--- config.mk ---
export PLATFORM = sky130hd
export DESIGN_NAME = file_chunk_packet_receiver
export DESIGN_NICKNAME = d
export VERILOG_FILES = /design/src/design/fcpr_pkg.sv /design/src/design/fcpr_front.sv /design/src/design/fcpr_back.sv /design/src/design/fcpr_out_fifo.sv /design/src/design/file_chunk_packet_receiver.sv
export SDC_FILE = /design/constraint.sdc
export NUM_CORES = 2
export LEC_CHECK = 0
export ABC_AREA = 0
export BUFFER_PORTS_ARGS = -buffer_cell sky130_fd_sc_hd__buf_2
export CORE_MARGIN = 3
export CORE_UTILIZATION = 40
export DETAILED_ROUTE_END_ITERATION = 8
export GPL_TIMING_DRIVEN = 0
export PLACE_DENSITY = 0.55
export SLEW_MARGIN = 0
export SYNTH_ARGS = -nofsm -noshare
export SYNTH_HDL_FRONTEND = slang
export SYNTH_SLANG_ARGS = --single-unit
--- constraint.sdc ---
create_clock -name clk -period 11.2 [get_ports clk]
set_input_delay 1.68 -clock clk [delete_from_list [all_inputs] [get_ports clk]]
set_output_delay 1.68 -clock clk [all_outputs]
set_load 0.1 [all_outputs]
--- src/design/fcpr_pkg.sv ---
// Shared types, constants and helper functions for the file chunk packet receiver.
// Depends on nothing; every other file of the block imports it.
`timescale 1ns / 1ps
`default_nettype none

package fcpr_pkg;

    // Default limits handed down from the top level.
    localparam int unsigned DEF_MAX_CHUNK = 32;
    localparam int unsigned DEF_MAX_NAME  = 31;

    // Packet layout.
    localparam int unsigned START_FIXED = 19;
    localparam int unsigned DATA_FIXED  = 18;
    localparam int unsigned END_LEN     = 18;
    localparam int unsigned FORMAT_LEN  = 10;
    localparam int unsigned HDR_FIRST   = 4;
    localparam int unsigned HDR_N       = 15;

    // CRC-16/CCITT-FALSE.
    localparam logic [15:0] CRC_POLY = 16'h1021;
    localparam logic [15:0] CRC_INIT = 16'hFFFF;

    // Magic bytes, index 0 first on the link: 'J' 'P' 'G' 'U'.
    localparam logic [3:0][7:0] MAGIC = {8'h55, 8'h47, 8'h50, 8'h4A};

    // Depth of the result queue.
    localparam int unsigned OUT_DEPTH = 4;

    // Configuration register reset values.
    localparam logic [7:0] RST_VERSION = 8'd1;
    localparam logic [7:0] RST_START   = 8'd1;
    localparam logic [7:0] RST_DATA    = 8'd2;
    localparam logic [7:0] RST_END     = 8'd3;
    localparam logic [7:0] RST_FORMAT  = 8'd4;

    typedef enum logic [2:0] {
        CFG_VERSION = 3'd0,
        CFG_START   = 3'd1,
        CFG_DATA    = 3'd2,
        CFG_END     = 3'd3,
        CFG_FORMAT  = 3'd4
    } cfg_idx_t;

    typedef enum logic [1:0] {
        KIND_ACK  = 2'd0,
        KIND_NACK = 2'd1,
        KIND_DATA = 2'd2
    } kind_t;

    typedef enum logic [2:0] {
        STAT_OK     = 3'd0,
        STAT_CRC    = 3'd1,
        STAT_PARAM  = 3'd2,
        STAT_SEQ    = 3'd3,
        STAT_OFFSET = 3'd4,
        STAT_FILE   = 3'd5
    } status_t;

    typedef enum logic [1:0] {
        S_IDLE  = 2'd0,
        S_READ  = 2'd1,
        S_WRITE = 2'd2,
        S_REPLY = 2'd3
    } back_state_t;

    typedef struct packed {
        logic [7:0] version;
        logic [7:0] start_code;
        logic [7:0] data_code;
        logic [7:0] end_code;
        logic [7:0] format_code;
    } cfg_t;

    // One complete packet as handed from the parser to the executor.
    typedef struct packed {
        logic [7:0]  ver;
        logic [7:0]  cmd;
        logic [15:0] id;
        logic [31:0] w8;
        logic [31:0] w12;
        logic [15:0] w16;
        logic [7:0]  b18;
        logic [7:0]  len;
        logic        crc_ok;
    } desc_t;

    typedef struct packed {
        kind_t       kind;
        logic [15:0] file_id;
        logic [31:0] seq;
        status_t     status;
        logic [7:0]  data_byte;
        logic [31:0] byte_offset;
        logic        last;
        logic        receiving;
    } result_t;

    // One byte of the CRC, MSB first.
    function automatic logic [15:0] crc16_byte(input logic [15:0] crc_in,
                                               input logic [7:0] data);
        logic [15:0] c;
        c = crc_in ^ {data, 8'h00};
        for (int i = 0; i < 8; i++) begin
            c = c[15] ? ({c[14:0], 1'b0} ^ CRC_POLY) : {c[14:0], 1'b0};
        end
        return c;
    endfunction

endpackage

`default_nettype wire

--- src/design/fcpr_front.sv ---
// Parser front end: magic hunt, length decode, running CRC, header capture,
// payload memory and the two-slot packet queue. Depends on fcpr_pkg.
`timescale 1ns / 1ps
`default_nettype none

module fcpr_front #(
    parameter int unsigned MAX_CHUNK = fcpr_pkg::DEF_MAX_CHUNK,
    parameter int unsigned MAX_NAME  = fcpr_pkg::DEF_MAX_NAME,
    parameter int unsigned PW        = $clog2(MAX_CHUNK + 2)
) (
    input  wire logic            clk,
    input  wire logic            rst_n,
    input  wire logic [7:0]      rx_byte,
    input  wire logic            push,
    output logic                 full,
    input  wire fcpr_pkg::cfg_t  cfg,
    output logic                 desc_valid,
    output fcpr_pkg::desc_t      desc,
    input  wire logic            desc_pop,
    input  wire logic [PW-1:0]   pay_idx,
    output logic [7:0]           pay_data
);
    import fcpr_pkg::*;

    localparam int unsigned STORE_CAP = DATA_FIXED + MAX_CHUNK + 2;
    localparam int unsigned START_MAX = START_FIXED + 2 + MAX_NAME;
    localparam int unsigned MAX_LEN   = (STORE_CAP > START_MAX) ? STORE_CAP : START_MAX;
    localparam int unsigned CNT_W     = $clog2(MAX_LEN + 1);
    localparam int unsigned MEM_DEPTH = 2 * (1 << PW);

    logic [CNT_W-1:0] count_reg, count_next;
    logic [CNT_W-1:0] exp_reg, exp_next;
    logic [15:0]      crc0_reg, crc0_next;
    logic [15:0]      crc1_reg;
    logic [7:0]       prev_reg;
    logic [7:0]       hdr_reg [HDR_N];
    logic [7:0]       hdr_next [HDR_N];
    logic [7:0]       pay_mem [MEM_DEPTH];
    logic [7:0]       pay_data_reg;
    desc_t            slot_reg [2];
    logic             wr_ptr_reg, rd_ptr_reg;
    logic [1:0]       q_cnt_reg;

    logic             accept;
    logic [CNT_W-1:0] cnt_eff, exp_eff, n_cnt;
    logic [15:0]      crc_src;
    logic [7:0]       cmd, nl;
    logic [15:0]      pl;
    logic             drop, done;
    desc_t            desc_new;

    assign full       = (q_cnt_reg == 2'd2);
    assign accept     = push && !full;
    assign desc_valid = (q_cnt_reg != 2'd0);
    assign desc       = slot_reg[rd_ptr_reg];
    assign pay_data   = pay_data_reg;

    // Byte parser: hunt, header capture, length decode.
    always_comb
    begin
        cnt_eff = (count_reg >= CNT_W'(STORE_CAP)) ? '0 : count_reg;
        exp_eff = (count_reg >= CNT_W'(STORE_CAP)) ? '0 : exp_reg;

        if (cnt_eff < CNT_W'(4))
        begin
            if (rx_byte == MAGIC[cnt_eff[1:0]])
                n_cnt = cnt_eff + CNT_W'(1);
            else if (rx_byte == MAGIC[0])
                n_cnt = CNT_W'(1);
            else
                n_cnt = '0;
        end
        else
        begin
            n_cnt = cnt_eff + CNT_W'(1);
        end

        crc_src   = (n_cnt == CNT_W'(1)) ? CRC_INIT : crc0_reg;
        crc0_next = crc16_byte(crc_src, rx_byte);

        for (int k = 0; k < HDR_N; k++)
        begin
            hdr_next[k] = (cnt_eff == CNT_W'(k + HDR_FIRST)) ? rx_byte : hdr_reg[k];
        end

        cmd      = hdr_next[1];
        nl       = hdr_next[14];
        pl       = {hdr_next[13], hdr_next[12]};
        drop     = 1'b0;
        exp_next = exp_eff;

        if (n_cnt >= CNT_W'(6) && exp_eff == '0)
        begin
            if (cmd == cfg.start_code && n_cnt >= CNT_W'(START_FIXED))
            begin
                if (nl > 8'(MAX_NAME))
                    drop = 1'b1;
                else
                    exp_next = CNT_W'(START_FIXED + 2) + CNT_W'(nl);
            end
            else if (cmd == cfg.data_code && n_cnt >= CNT_W'(DATA_FIXED))
            begin
                if (pl == 16'd0 || pl > 16'(MAX_CHUNK))
                    drop = 1'b1;
                else
                    exp_next = CNT_W'(DATA_FIXED + 2) + CNT_W'(pl);
            end
            else if (cmd == cfg.end_code)
            begin
                exp_next = CNT_W'(END_LEN);
            end
            else if (cmd == cfg.format_code)
            begin
                exp_next = CNT_W'(FORMAT_LEN);
            end
            else if (cmd != cfg.start_code && cmd != cfg.data_code)
            begin
                drop = 1'b1;
            end
        end

        done = !drop && exp_next != '0 && n_cnt >= exp_next;

        if (drop || done)
            count_next = '0;
        else
            count_next = n_cnt;

        desc_new.ver    = hdr_next[0];
        desc_new.cmd    = hdr_next[1];
        desc_new.id     = {hdr_next[3], hdr_next[2]};
        desc_new.w8     = {hdr_next[7], hdr_next[6], hdr_next[5], hdr_next[4]};
        desc_new.w12    = {hdr_next[11], hdr_next[10], hdr_next[9], hdr_next[8]};
        desc_new.w16    = {hdr_next[13], hdr_next[12]};
        desc_new.b18    = hdr_next[14];
        desc_new.len    = 8'(exp_next);
        desc_new.crc_ok = (crc1_reg == {rx_byte, prev_reg});
    end

    // Parser control state.
    always_ff @(posedge clk or negedge rst_n)
    begin
        if (!rst_n)
        begin
            count_reg  <= '0;
            exp_reg    <= '0;
            crc0_reg   <= CRC_INIT;
            crc1_reg   <= CRC_INIT;
            wr_ptr_reg <= 1'b0;
            rd_ptr_reg <= 1'b0;
            q_cnt_reg  <= 2'd0;
        end
        else
        begin
            if (accept)
            begin
                count_reg <= count_next;
                exp_reg   <= (drop || done) ? '0 : exp_next;
                crc0_reg  <= crc0_next;
                crc1_reg  <= crc0_reg;
                if (done)
                    wr_ptr_reg <= ~wr_ptr_reg;
            end
            if (desc_pop && desc_valid)
                rd_ptr_reg <= ~rd_ptr_reg;
            q_cnt_reg <= q_cnt_reg + 2'(accept && done) - 2'(desc_pop && desc_valid);
        end
    end

    // Header bytes, packet slots and payload memory.
    always_ff @(posedge clk)
    begin
        if (accept)
        begin
            prev_reg <= rx_byte;
            for (int k = 0; k < HDR_N; k++)
            begin
                hdr_reg[k] <= hdr_next[k];
            end
            if (cnt_eff >= CNT_W'(DATA_FIXED))
                pay_mem[{wr_ptr_reg, PW'(cnt_eff - CNT_W'(DATA_FIXED))}] <= rx_byte;
            if (done)
                slot_reg[wr_ptr_reg] <= desc_new;
        end
        pay_data_reg <= pay_mem[{rd_ptr_reg, pay_idx}];
    end

    // The store never holds more than its capacity.
    assert property (@(posedge clk) disable iff (!rst_n)
        count_reg <= CNT_W'(STORE_CAP))
        else $error("packet byte count beyond store capacity");

    // A known length is always still ahead of the byte count.
    assert property (@(posedge clk) disable iff (!rst_n)
        (exp_reg != '0) |-> (count_reg < exp_reg))
        else $error("packet length reached without dispatch");

    // The executor only takes packets that are queued.
    assert property (@(posedge clk) disable iff (!rst_n)
        desc_pop |-> (q_cnt_reg != 2'd0))
        else $error("packet taken from an empty queue");

endmodule

`default_nettype wire

--- src/design/fcpr_back.sv ---
// Protocol executor: checks each complete packet against the transfer state,
// updates that state and emits payload bytes and replies. Depends on fcpr_pkg.
`timescale 1ns / 1ps
`default_nettype none

module fcpr_back #(
    parameter int unsigned MAX_CHUNK = fcpr_pkg::DEF_MAX_CHUNK,
    parameter int unsigned MAX_NAME  = fcpr_pkg::DEF_MAX_NAME,
    parameter int unsigned PW        = $clog2(MAX_CHUNK + 2)
) (
    input  wire logic              clk,
    input  wire logic              rst_n,
    input  wire fcpr_pkg::cfg_t    cfg,
    input  wire logic              desc_valid,
    input  wire fcpr_pkg::desc_t   desc,
    output logic                   desc_pop,
    output logic [PW-1:0]          pay_idx,
    input  wire logic [7:0]        pay_data,
    output logic                   res_push,
    output fcpr_pkg::result_t      res,
    input  wire logic              res_full
);
    import fcpr_pkg::*;

    back_state_t state_reg, state_next;

    // Transfer state.
    logic        open_reg, open_next;
    logic [15:0] cur_id_reg, cur_id_next;
    logic [31:0] dsize_reg, dsize_next;
    logic [31:0] dcrc_reg, dcrc_next;
    logic [15:0] chunk_reg, chunk_next;
    logic [31:0] nseq_reg, nseq_next;
    logic [31:0] noff_reg, noff_next;

    // Reply and payload walk.
    kind_t       r_kind_reg, r_kind_next;
    status_t     r_stat_reg, r_stat_next;
    logic [15:0] r_id_reg, r_id_next;
    logic [31:0] r_seq_reg, r_seq_next;
    logic [PW-1:0] pay_cnt_reg, pay_cnt_next;
    logic [PW-1:0] idx_reg, idx_next;
    logic [31:0] off_reg, off_next;

    logic        ver_ok, reply, payload;
    logic [32:0] end_sum;
    logic [15:0] start_len;

    assign pay_idx = idx_reg;

    always_comb
    begin
        state_next   = state_reg;
        open_next    = open_reg;
        cur_id_next  = cur_id_reg;
        dsize_next   = dsize_reg;
        dcrc_next    = dcrc_reg;
        chunk_next   = chunk_reg;
        nseq_next    = nseq_reg;
        noff_next    = noff_reg;
        r_kind_next  = r_kind_reg;
        r_stat_next  = r_stat_reg;
        r_id_next    = r_id_reg;
        r_seq_next   = r_seq_reg;
        pay_cnt_next = pay_cnt_reg;
        idx_next     = idx_reg;
        off_next     = off_reg;
        desc_pop     = 1'b0;
        res_push     = 1'b0;
        reply        = 1'b0;
        payload      = 1'b0;

        ver_ok    = (desc.ver == cfg.version);
        end_sum   = {1'b0, desc.w12} + {17'd0, desc.w16};
        start_len = 16'(START_FIXED + 2) + {8'd0, desc.b18};

        res.kind        = r_kind_reg;
        res.file_id     = r_id_reg;
        res.seq         = r_seq_reg;
        res.status      = r_stat_reg;
        res.data_byte   = 8'd0;
        res.byte_offset = 32'd0;
        res.last        = 1'b1;
        res.receiving   = open_reg;

        case (state_reg)
            S_IDLE:
            begin
                if (desc_valid)
                begin
                    r_kind_next = KIND_NACK;
                    r_stat_next = STAT_OK;
                    r_id_next   = 16'd0;
                    r_seq_next  = 32'd0;

                    // Command decode in the same order as the parser.
                    if (desc.cmd == cfg.start_code)
                    begin
                        reply = 1'b1;
                        if (!desc.crc_ok)
                            r_stat_next = STAT_CRC;
                        else if (desc.len < 8'(START_FIXED + 2) || !ver_ok)
                            r_stat_next = STAT_PARAM;
                        else if (desc.b18 > 8'(MAX_NAME) || {8'd0, desc.len} != start_len)
                        begin
                            r_id_next   = desc.id;
                            r_stat_next = STAT_PARAM;
                        end
                        else
                        begin
                            r_id_next   = desc.id;
                            cur_id_next = desc.id;
                            dsize_next  = desc.w8;
                            dcrc_next   = desc.w12;
                            chunk_next  = desc.w16;
                            if (desc.w8 == 32'd0 || desc.w16 == 16'd0 ||
                                desc.w16 > 16'(MAX_CHUNK))
                                r_stat_next = STAT_PARAM;
                            else
                            begin
                                open_next   = 1'b1;
                                nseq_next   = 32'd0;
                                noff_next   = 32'd0;
                                r_kind_next = KIND_ACK;
                            end
                        end
                    end
                    else if (desc.cmd == cfg.data_code)
                    begin
                        r_id_next  = desc.id;
                        r_seq_next = desc.w8;
                        if (desc.len >= 8'(DATA_FIXED + 2))
                        begin
                            reply = 1'b1;
                            if (!desc.crc_ok)
                                r_stat_next = STAT_CRC;
                            else if (!open_reg || desc.id != cur_id_reg || !ver_ok ||
                                     desc.w16 == 16'd0 || desc.w16 > chunk_reg ||
                                     desc.w16 > 16'(MAX_CHUNK) ||
                                     {8'd0, desc.len} != 16'(DATA_FIXED + 2) + desc.w16)
                                r_stat_next = STAT_PARAM;
                            else if (desc.w8 != nseq_reg)
                                r_stat_next = STAT_SEQ;
                            else if (desc.w12 != noff_reg)
                                r_stat_next = STAT_OFFSET;
                            else if (end_sum > {1'b0, dsize_reg})
                                r_stat_next = STAT_PARAM;
                            else
                            begin
                                payload      = 1'b1;
                                r_kind_next  = KIND_ACK;
                                noff_next    = end_sum[31:0];
                                nseq_next    = nseq_reg + 32'd1;
                                pay_cnt_next = PW'(desc.w16);
                                idx_next     = '0;
                                off_next     = desc.w12;
                            end
                        end
                    end
                    else if (desc.cmd == cfg.end_code)
                    begin
                        reply      = 1'b1;
                        r_id_next  = desc.id;
                        r_seq_next = desc.w8;
                        if (!desc.crc_ok)
                            r_stat_next = STAT_CRC;
                        else if (!open_reg || !ver_ok || desc.id != cur_id_reg)
                            r_stat_next = STAT_PARAM;
                        else
                        begin
                            open_next = 1'b0;
                            if (desc.w8 != nseq_reg || desc.w12 != dcrc_reg ||
                                noff_reg != dsize_reg)
                                r_stat_next = STAT_FILE;
                            else
                                r_kind_next = KIND_ACK;
                        end
                    end
                    else if (desc.cmd == cfg.format_code)
                    begin
                        r_id_next = desc.id;
                        if (desc.len == 8'(FORMAT_LEN) && ver_ok)
                        begin
                            reply = 1'b1;
                            if (!desc.crc_ok)
                                r_stat_next = STAT_CRC;
                            else
                            begin
                                open_next   = 1'b0;
                                r_kind_next = KIND_ACK;
                            end
                        end
                    end

                    if (payload)
                        state_next = S_READ;
                    else if (reply)
                        state_next = S_REPLY;
                    else
                        desc_pop = 1'b1;
                end
            end

            // Address the payload memory; the registered byte is used in S_WRITE.
            S_READ:
            begin
                state_next = S_WRITE;
            end

            S_WRITE:
            begin
                res.kind        = KIND_DATA;
                res.status      = STAT_OK;
                res.data_byte   = pay_data;
                res.byte_offset = off_reg;
                res.last        = 1'b0;
                if (!res_full)
                begin
                    res_push = 1'b1;
                    off_next = off_reg + 32'd1;
                    if (idx_reg == pay_cnt_reg - PW'(1))
                        state_next = S_REPLY;
                    else
                    begin
                        idx_next   = idx_reg + PW'(1);
                        state_next = S_READ;
                    end
                end
            end

            S_REPLY:
            begin
                if (!res_full)
                begin
                    res_push   = 1'b1;
                    desc_pop   = 1'b1;
                    state_next = S_IDLE;
                end
            end

            default:
            begin
                state_next = S_IDLE;
            end
        endcase
    end

    always_ff @(posedge clk or negedge rst_n)
    begin
        if (!rst_n)
        begin
            state_reg  <= S_IDLE;
            open_reg   <= 1'b0;
            cur_id_reg <= 16'd0;
            dsize_reg  <= 32'd0;
            dcrc_reg   <= 32'd0;
            chunk_reg  <= 16'd0;
            nseq_reg   <= 32'd0;
            noff_reg   <= 32'd0;
            idx_reg    <= '0;
        end
        else
        begin
            state_reg  <= state_next;
            open_reg   <= open_next;
            cur_id_reg <= cur_id_next;
            dsize_reg  <= dsize_next;
            dcrc_reg   <= dcrc_next;
            chunk_reg  <= chunk_next;
            nseq_reg   <= nseq_next;
            noff_reg   <= noff_next;
            idx_reg    <= idx_next;
        end
    end

    // Reply payload registers.
    always_ff @(posedge clk)
    begin
        r_kind_reg  <= r_kind_next;
        r_stat_reg  <= r_stat_next;
        r_id_reg    <= r_id_next;
        r_seq_reg   <= r_seq_next;
        pay_cnt_reg <= pay_cnt_next;
        off_reg     <= off_next;
    end

    // A payload walk always has at least one byte to send.
    assert property (@(posedge clk) disable iff (!rst_n)
        (state_reg == S_WRITE) |-> (pay_cnt_reg != '0))
        else $error("payload walk with empty chunk");

    // Results never enter a full result queue.
    assert property (@(posedge clk) disable iff (!rst_n)
        res_push |-> !res_full)
        else $error("result written into a full queue");

    // A packet is only released while one is queued.
    assert property (@(posedge clk) disable iff (!rst_n)
        desc_pop |-> desc_valid)
        else $error("packet released while none is queued");

endmodule

`default_nettype wire

--- src/design/fcpr_out_fifo.sv ---
// Result queue between the executor and the result ports.
// Depends on fcpr_pkg.
`timescale 1ns / 1ps
`default_nettype none

module fcpr_out_fifo (
    input  wire logic               clk,
    input  wire logic               rst_n,
    input  wire logic               wr_en,
    input  wire fcpr_pkg::result_t  wr_data,
    output logic                    wr_full,
    output logic                    empty,
    input  wire logic               pop,
    output fcpr_pkg::result_t       rd_data
);
    import fcpr_pkg::*;

    localparam int unsigned AW = $clog2(OUT_DEPTH);

    result_t         fifo_reg [OUT_DEPTH];
    logic [AW-1:0]   wr_ptr_reg, rd_ptr_reg;
    logic [AW:0]     cnt_reg;
    logic            do_wr, do_rd;

    assign wr_full = (cnt_reg == (AW+1)'(OUT_DEPTH));
    assign empty   = (cnt_reg == '0);
    assign do_wr   = wr_en && !wr_full;
    assign do_rd   = pop && !empty;
    assign rd_data = fifo_reg[rd_ptr_reg];

    // Pointers and fill count.
    always_ff @(posedge clk or negedge rst_n)
    begin
        if (!rst_n)
        begin
            wr_ptr_reg <= '0;
            rd_ptr_reg <= '0;
            cnt_reg    <= '0;
        end
        else
        begin
            if (do_wr)
                wr_ptr_reg <= wr_ptr_reg + AW'(1);
            if (do_rd)
                rd_ptr_reg <= rd_ptr_reg + AW'(1);
            cnt_reg <= cnt_reg + (AW+1)'(do_wr) - (AW+1)'(do_rd);
        end
    end

    // Storage.
    always_ff @(posedge clk)
    begin
        if (do_wr)
            fifo_reg[wr_ptr_reg] <= wr_data;
    end

endmodule

`default_nettype wire

--- src/design/file_chunk_packet_receiver.sv ---
// File chunk packet receiver. Each item is one link byte, taken while push is high
// and full is low. A parser checks the magic, decodes the packet length and the
// CRC as bytes arrive and queues each complete packet in one of two slots; an
// executor then judges a packet, walks each payload byte of a DATA chunk
// (payload memory read, then write into the result queue) and sends the reply,
// waiting while the result queue is full. full rises only while both packet
// slots are waiting on the executor. Results leave through a four-entry queue
// on empty and pop.
// Top level; depends on fcpr_pkg, fcpr_front, fcpr_back and fcpr_out_fifo.
`timescale 1ns / 1ps
`default_nettype none

module file_chunk_packet_receiver #(
    parameter int unsigned MAX_CHUNK = fcpr_pkg::DEF_MAX_CHUNK,
    parameter int unsigned MAX_NAME  = fcpr_pkg::DEF_MAX_NAME
) (
    input  wire logic        clk,
    input  wire logic        rst_n,
    input  wire logic [7:0]  rx_byte,
    input  wire logic        push,
    output logic             full,
    input  wire logic        cfg_valid,
    output logic             cfg_ready,
    input  wire logic [2:0]  cfg_index,
    input  wire logic [7:0]  cfg_data,
    output logic             empty,
    input  wire logic        pop,
    output logic [1:0]       kind,
    output logic [15:0]      file_id,
    output logic [31:0]      seq,
    output logic [2:0]       status,
    output logic [7:0]       data_byte,
    output logic [31:0]      byte_offset,
    output logic             last,
    output logic             receiving
);
    import fcpr_pkg::*;

    localparam int unsigned PW = $clog2(MAX_CHUNK + 2);

    cfg_t          cfg_reg;
    logic          desc_valid, desc_pop;
    desc_t         desc;
    logic [PW-1:0] pay_idx;
    logic [7:0]    pay_data;
    logic          res_push, res_full;
    result_t       res, head;

    assign cfg_ready = 1'b1;

    // Configuration registers.
    always_ff @(posedge clk or negedge rst_n)
    begin
        if (!rst_n)
        begin
            cfg_reg.version     <= RST_VERSION;
            cfg_reg.start_code  <= RST_START;
            cfg_reg.data_code   <= RST_DATA;
            cfg_reg.end_code    <= RST_END;
            cfg_reg.format_code <= RST_FORMAT;
        end
        else if (cfg_valid && cfg_ready)
        begin
            case (cfg_idx_t'(cfg_index))
                CFG_VERSION: cfg_reg.version     <= cfg_data;
                CFG_START:   cfg_reg.start_code  <= cfg_data;
                CFG_DATA:    cfg_reg.data_code   <= cfg_data;
                CFG_END:     cfg_reg.end_code    <= cfg_data;
                CFG_FORMAT:  cfg_reg.format_code <= cfg_data;
                default:     cfg_reg             <= cfg_reg;
            endcase
        end
    end

    fcpr_front #(
        .MAX_CHUNK (MAX_CHUNK),
        .MAX_NAME  (MAX_NAME),
        .PW        (PW)
    ) u_front (
        .clk        (clk),
        .rst_n      (rst_n),
        .rx_byte    (rx_byte),
        .push       (push),
        .full       (full),
        .cfg        (cfg_reg),
        .desc_valid (desc_valid),
        .desc       (desc),
        .desc_pop   (desc_pop),
        .pay_idx    (pay_idx),
        .pay_data   (pay_data)
    );

    fcpr_back #(
        .MAX_CHUNK (MAX_CHUNK),
        .MAX_NAME  (MAX_NAME),
        .PW        (PW)
    ) u_back (
        .clk        (clk),
        .rst_n      (rst_n),
        .cfg        (cfg_reg),
        .desc_valid (desc_valid),
        .desc       (desc),
        .desc_pop   (desc_pop),
        .pay_idx    (pay_idx),
        .pay_data   (pay_data),
        .res_push   (res_push),
        .res        (res),
        .res_full   (res_full)
    );

    fcpr_out_fifo u_out (
        .clk     (clk),
        .rst_n   (rst_n),
        .wr_en   (res_push),
        .wr_data (res),
        .wr_full (res_full),
        .empty   (empty),
        .pop     (pop),
        .rd_data (head)
    );

    // Result ports.
    assign kind        = head.kind;
    assign file_id     = head.file_id;
    assign seq         = head.seq;
    assign status      = head.status;
    assign data_byte   = head.data_byte;
    assign byte_offset = head.byte_offset;
    assign last        = head.last;
    assign receiving   = head.receiving;

endmodule

`default_nettype wire
==> flow_metrics.env <==
export IMPL_clock_sinks=2148
export IMPL_dp_slack_ps=256
export IMPL_reg2reg_depth=31
export IMPL_ant_nets=0
export IMPL_initial_core_util=0.404
export IMPL_fin_ws_ps=1070
export IMPL_synth_top_area_frac=0.626
export IMPL_drv_cap=0
export IMPL_min_period_ps=10130
export IMPL_dpl_cell_area_mm2=0.0969
export IMPL_io_pins=122
export IMPL_rsz0062_at_grt="no"
export IMPL_cp_start_kind="flop"
export IMPL_reg2reg_to="u_back.off_reg[22]"
export IMPL_num_rows=173
export IMPL_arrival_ps=10680
export IMPL_fillers=19400
export IMPL_max_stage_delay_ps=670
export IMPL_worstReg2RegStart="u_front.rd_ptr_reg"
export IMPL_routabilityCongestion=0.908
export IMPL_yosys_top_cells_count="edfxtp_1, mux4_2, nand2_1"
export IMPL_synth_cell_types=93
export IMPL_drtIter0Drc=4828
export IMPL_grt_pass1_wl_um=340000
export IMPL_path_buf_inv=10
export IMPL_syn_to_final_growth_pct=15.9
export IMPL_io_buffer_count=120
export IMPL_status="complete, no violations"
export IMPL_cts_tree="built"
export IMPL_required_ps=11750
export IMPL_cp_end_kind="flop"
export IMPL_chipHeight_um=480
export IMPL_synth_seq_area_share=0.702
export IMPL_postCtsSetupBuffers=0
export IMPL_ys_warn_count=0
export IMPL_cpLargestDelayFamily="compound AO/OA/AOI/OAI gates"
export IMPL_fmax_mhz=98.7
export IMPL_holdPathStages=2
export IMPL_period_share=0.904
export IMPL_hold_start="u_front.crc1_reg[13]"
export IMPL_syn_avg_cell_area_um2=17.1
export IMPL_path_max_fanout=24
export IMPL_worst_slew_pin_slew_ps=1410
export IMPL_grt_total_usage=0.201
export IMPL_ff2ff_setup_slack_ps=1070
export IMPL_vdd_ir_drop_max_uv=192
export IMPL_vias_per_cell=5.31
export IMPL_h_tree_depth=4
export IMPL_cpMaxStageDelayCell="or4b_2"
export IMPL_routed_wl_um=231000
export IMPL_grt_ovfl_total=0
export IMPL_dpl_hpwl_um=160000
export IMPL_grt_pass1_vias=49800
export IMPL_p_per_area_mw_per_mm2=260
export IMPL_finClkSkew_ps=48.4
export IMPL_seqCellArea_mm2=0.0631
export IMPL_clk_root_buffer_cell="clkbuf_16"
export IMPL_slew_headroom=0.0307
export IMPL_clock_latency_ps=880
export IMPL_core_mm2=0.223
export IMPL_syn_area_mm2=0.0900
export IMPL_cpMostUsedCell="a21oi_1"
export IMPL_grt_max_degree=110
export IMPL_hold_path_class="reg -> reg"
export IMPL_netlist_instances=5263
export IMPL_cp_depth=31
export IMPL_p_leak_uw=0.0361
export IMPL_drv_slew=0
export IMPL_final_nets=6239
export IMPL_cts_made_buffers=221
export IMPL_synth_edff_count=1876
export IMPL_crit_type="reg -> reg"
export IMPL_synth_most_common_cell="edfxtp_1"
export IMPL_clk_path_buf_depth=3
export IMPL_synth_top_area_cell="edfxtp_1"
export IMPL_largest_reg_flops=1024
export IMPL_final_area_mm2=0.104
export IMPL_clkTransAtPathRegs_ps=60
export IMPL_die_area_mm2=0.231
export IMPL_antenna_found_initial=14
export IMPL_synthArstFlopShare=0.123
export IMPL_ys_top_cells_by_area="edfxtp_1, mux4_2, dfrtp_1"
export IMPL_drive_gt1_frac=0.185
export IMPL_vias=49300
export IMPL_routedWlPerCell_um=24.9
export IMPL_final_hold_violation_count=0
export IMPL_drt_pre_antenna_iters=7
export IMPL_setup_viol=0
export IMPL_min_to="u_front.crc1_reg[13]"
export IMPL_synth_ff_type="edfxtp_1"
export IMPL_ys_ff_latch=2148
export IMPL_multi_input_area_mm2=0.0272
export IMPL_drc_errors=0
export IMPL_die_w_um=480
[repair_timing]
item / in CTS / in global routing
hold buffers: 0 / 0
resized for setup: 0 / 3
endpoints found under the setup margin: 0 / 59
[cells in the final DEF (no fill, tap or decap), drive strengths merged, types with 15 or more instances in the layout]
| cell | netlist | routed |
|---|---|---|
| edfxtp | 1876 | 1876 |
| conb | 2 | 481 |
| clkbuf | 158 | 445 |
| mux4 | 432 | 432 |
| nand2 | 383 | 383 |
| xnor2 | 285 | 285 |
| o21ai | 255 | 255 |
| nor2 | 239 | 239 |
| dfrtp | 226 | 226 |
| buf | 75 | 223 |
| inv | 146 | 154 |
| mux2i | 133 | 133 |
| mux2 | 125 | 125 |
| ha | 96 | 96 |
| xor2 | 85 | 85 |
| clkinv | 1 | 84 |
| a21oi | 82 | 82 |
| nand3 | 75 | 75 |
| nor4 | 71 | 71 |
| and2 | 61 | 61 |
| nand4 | 58 | 58 |
| nor3 | 46 | 46 |
| dfstp | 38 | 38 |
| a21o | 36 | 36 |
| and3 | 33 | 33 |
| o31ai | 25 | 25 |
| bufinv | 0 | 24 |
| nor2b | 17 | 17 |
| nand2b | 15 | 15 |
[worst reg2reg max path, delay by kind of cell (launching register included)]
family,cells,cell delay (ps)
AO/OA/AOI/OAI,12,3500
adder cells (fa/ha/maj),2,680
buffers and inverters,10,3260
flip-flops,1,340
multiplexers,1,400
AND/OR/NAND/NOR,6,1610
[where the power goes]
group          switching (µW)  leakage (µW)  internal, µW  total, µW
clock                    3100       0.00357          4320       7420
combinational            6170        0.0115          2970       9140
sequential                402        0.0210         10100      10500
[worst max path at each step]
stage / from / endpoint / slack, ps
floorplan: rx_byte[3] / u_front.slot_reg[0][0] / 650
global placement: rx_byte[1] / u_front.slot_reg[1][90] / -6890
detailed placement: u_front.rd_ptr_reg / u_back.nseq_reg[15] / 260
CTS: u_front.rd_ptr_reg / u_back.nseq_reg[15] / 200
global route: u_front.rd_ptr_reg / u_back.off_reg[24] / 420
finish: u_front.rd_ptr_reg / u_back.off_reg[22] / 1070
[metrics by stage]
step                std cells   util  setup TNS [ps]  hold slack, ps  power, µW
detailed placement       8869  0.435               0             458      19900
global placement         8837  0.431        -1781580             457      19800
CTS                      9281  0.467               0             468      27400
finish                   9284  0.468               0             467      27100
global route             9283  0.468               0             475      28200
floorplan                5742      -               0             442      17100
[cell families after synthesis]
kind of cell,after synthesis,synth area share
flip-flops,2148,0.702
other,2,0.0000835
buffers and inverters,380,0.0171
XOR/XNOR,370,0.0360
AO/OA/AOI/OAI,517,0.0354
AND/OR/NAND/NOR,1058,0.0566
multiplexers,690,0.139
adder cells (fa/ha/maj),98,0.0138
[cell type report]
class / count / share of cell area
inverters: 147 / 0.00529
flip-flops and latches: 2148 / 0.606
multi-input cells: 3214 / 0.260
well taps: 2975 / 0.0357
clock buffers: 283 / 0.0574
plain buffers: 232 / 0.00954
clock inverters: 129 / 0.0130
repair buffers: 153 / 0.0128
diodes: 3 / 0.0000720
[layer usage]
layer / global-route usage / vias to the layer above / part of all wire
li1: - / 21800 / -
met1: 0.299 / 25700 / 0.46
met2: 0.311 / 1542 / 0.46
met3: 0.0312 / 303 / 0.061
met4: 0.0477 / 4 / 0.022
met5: 0 / - / 0.00012
Note: power is estimated with default switching activity, not from simulation.
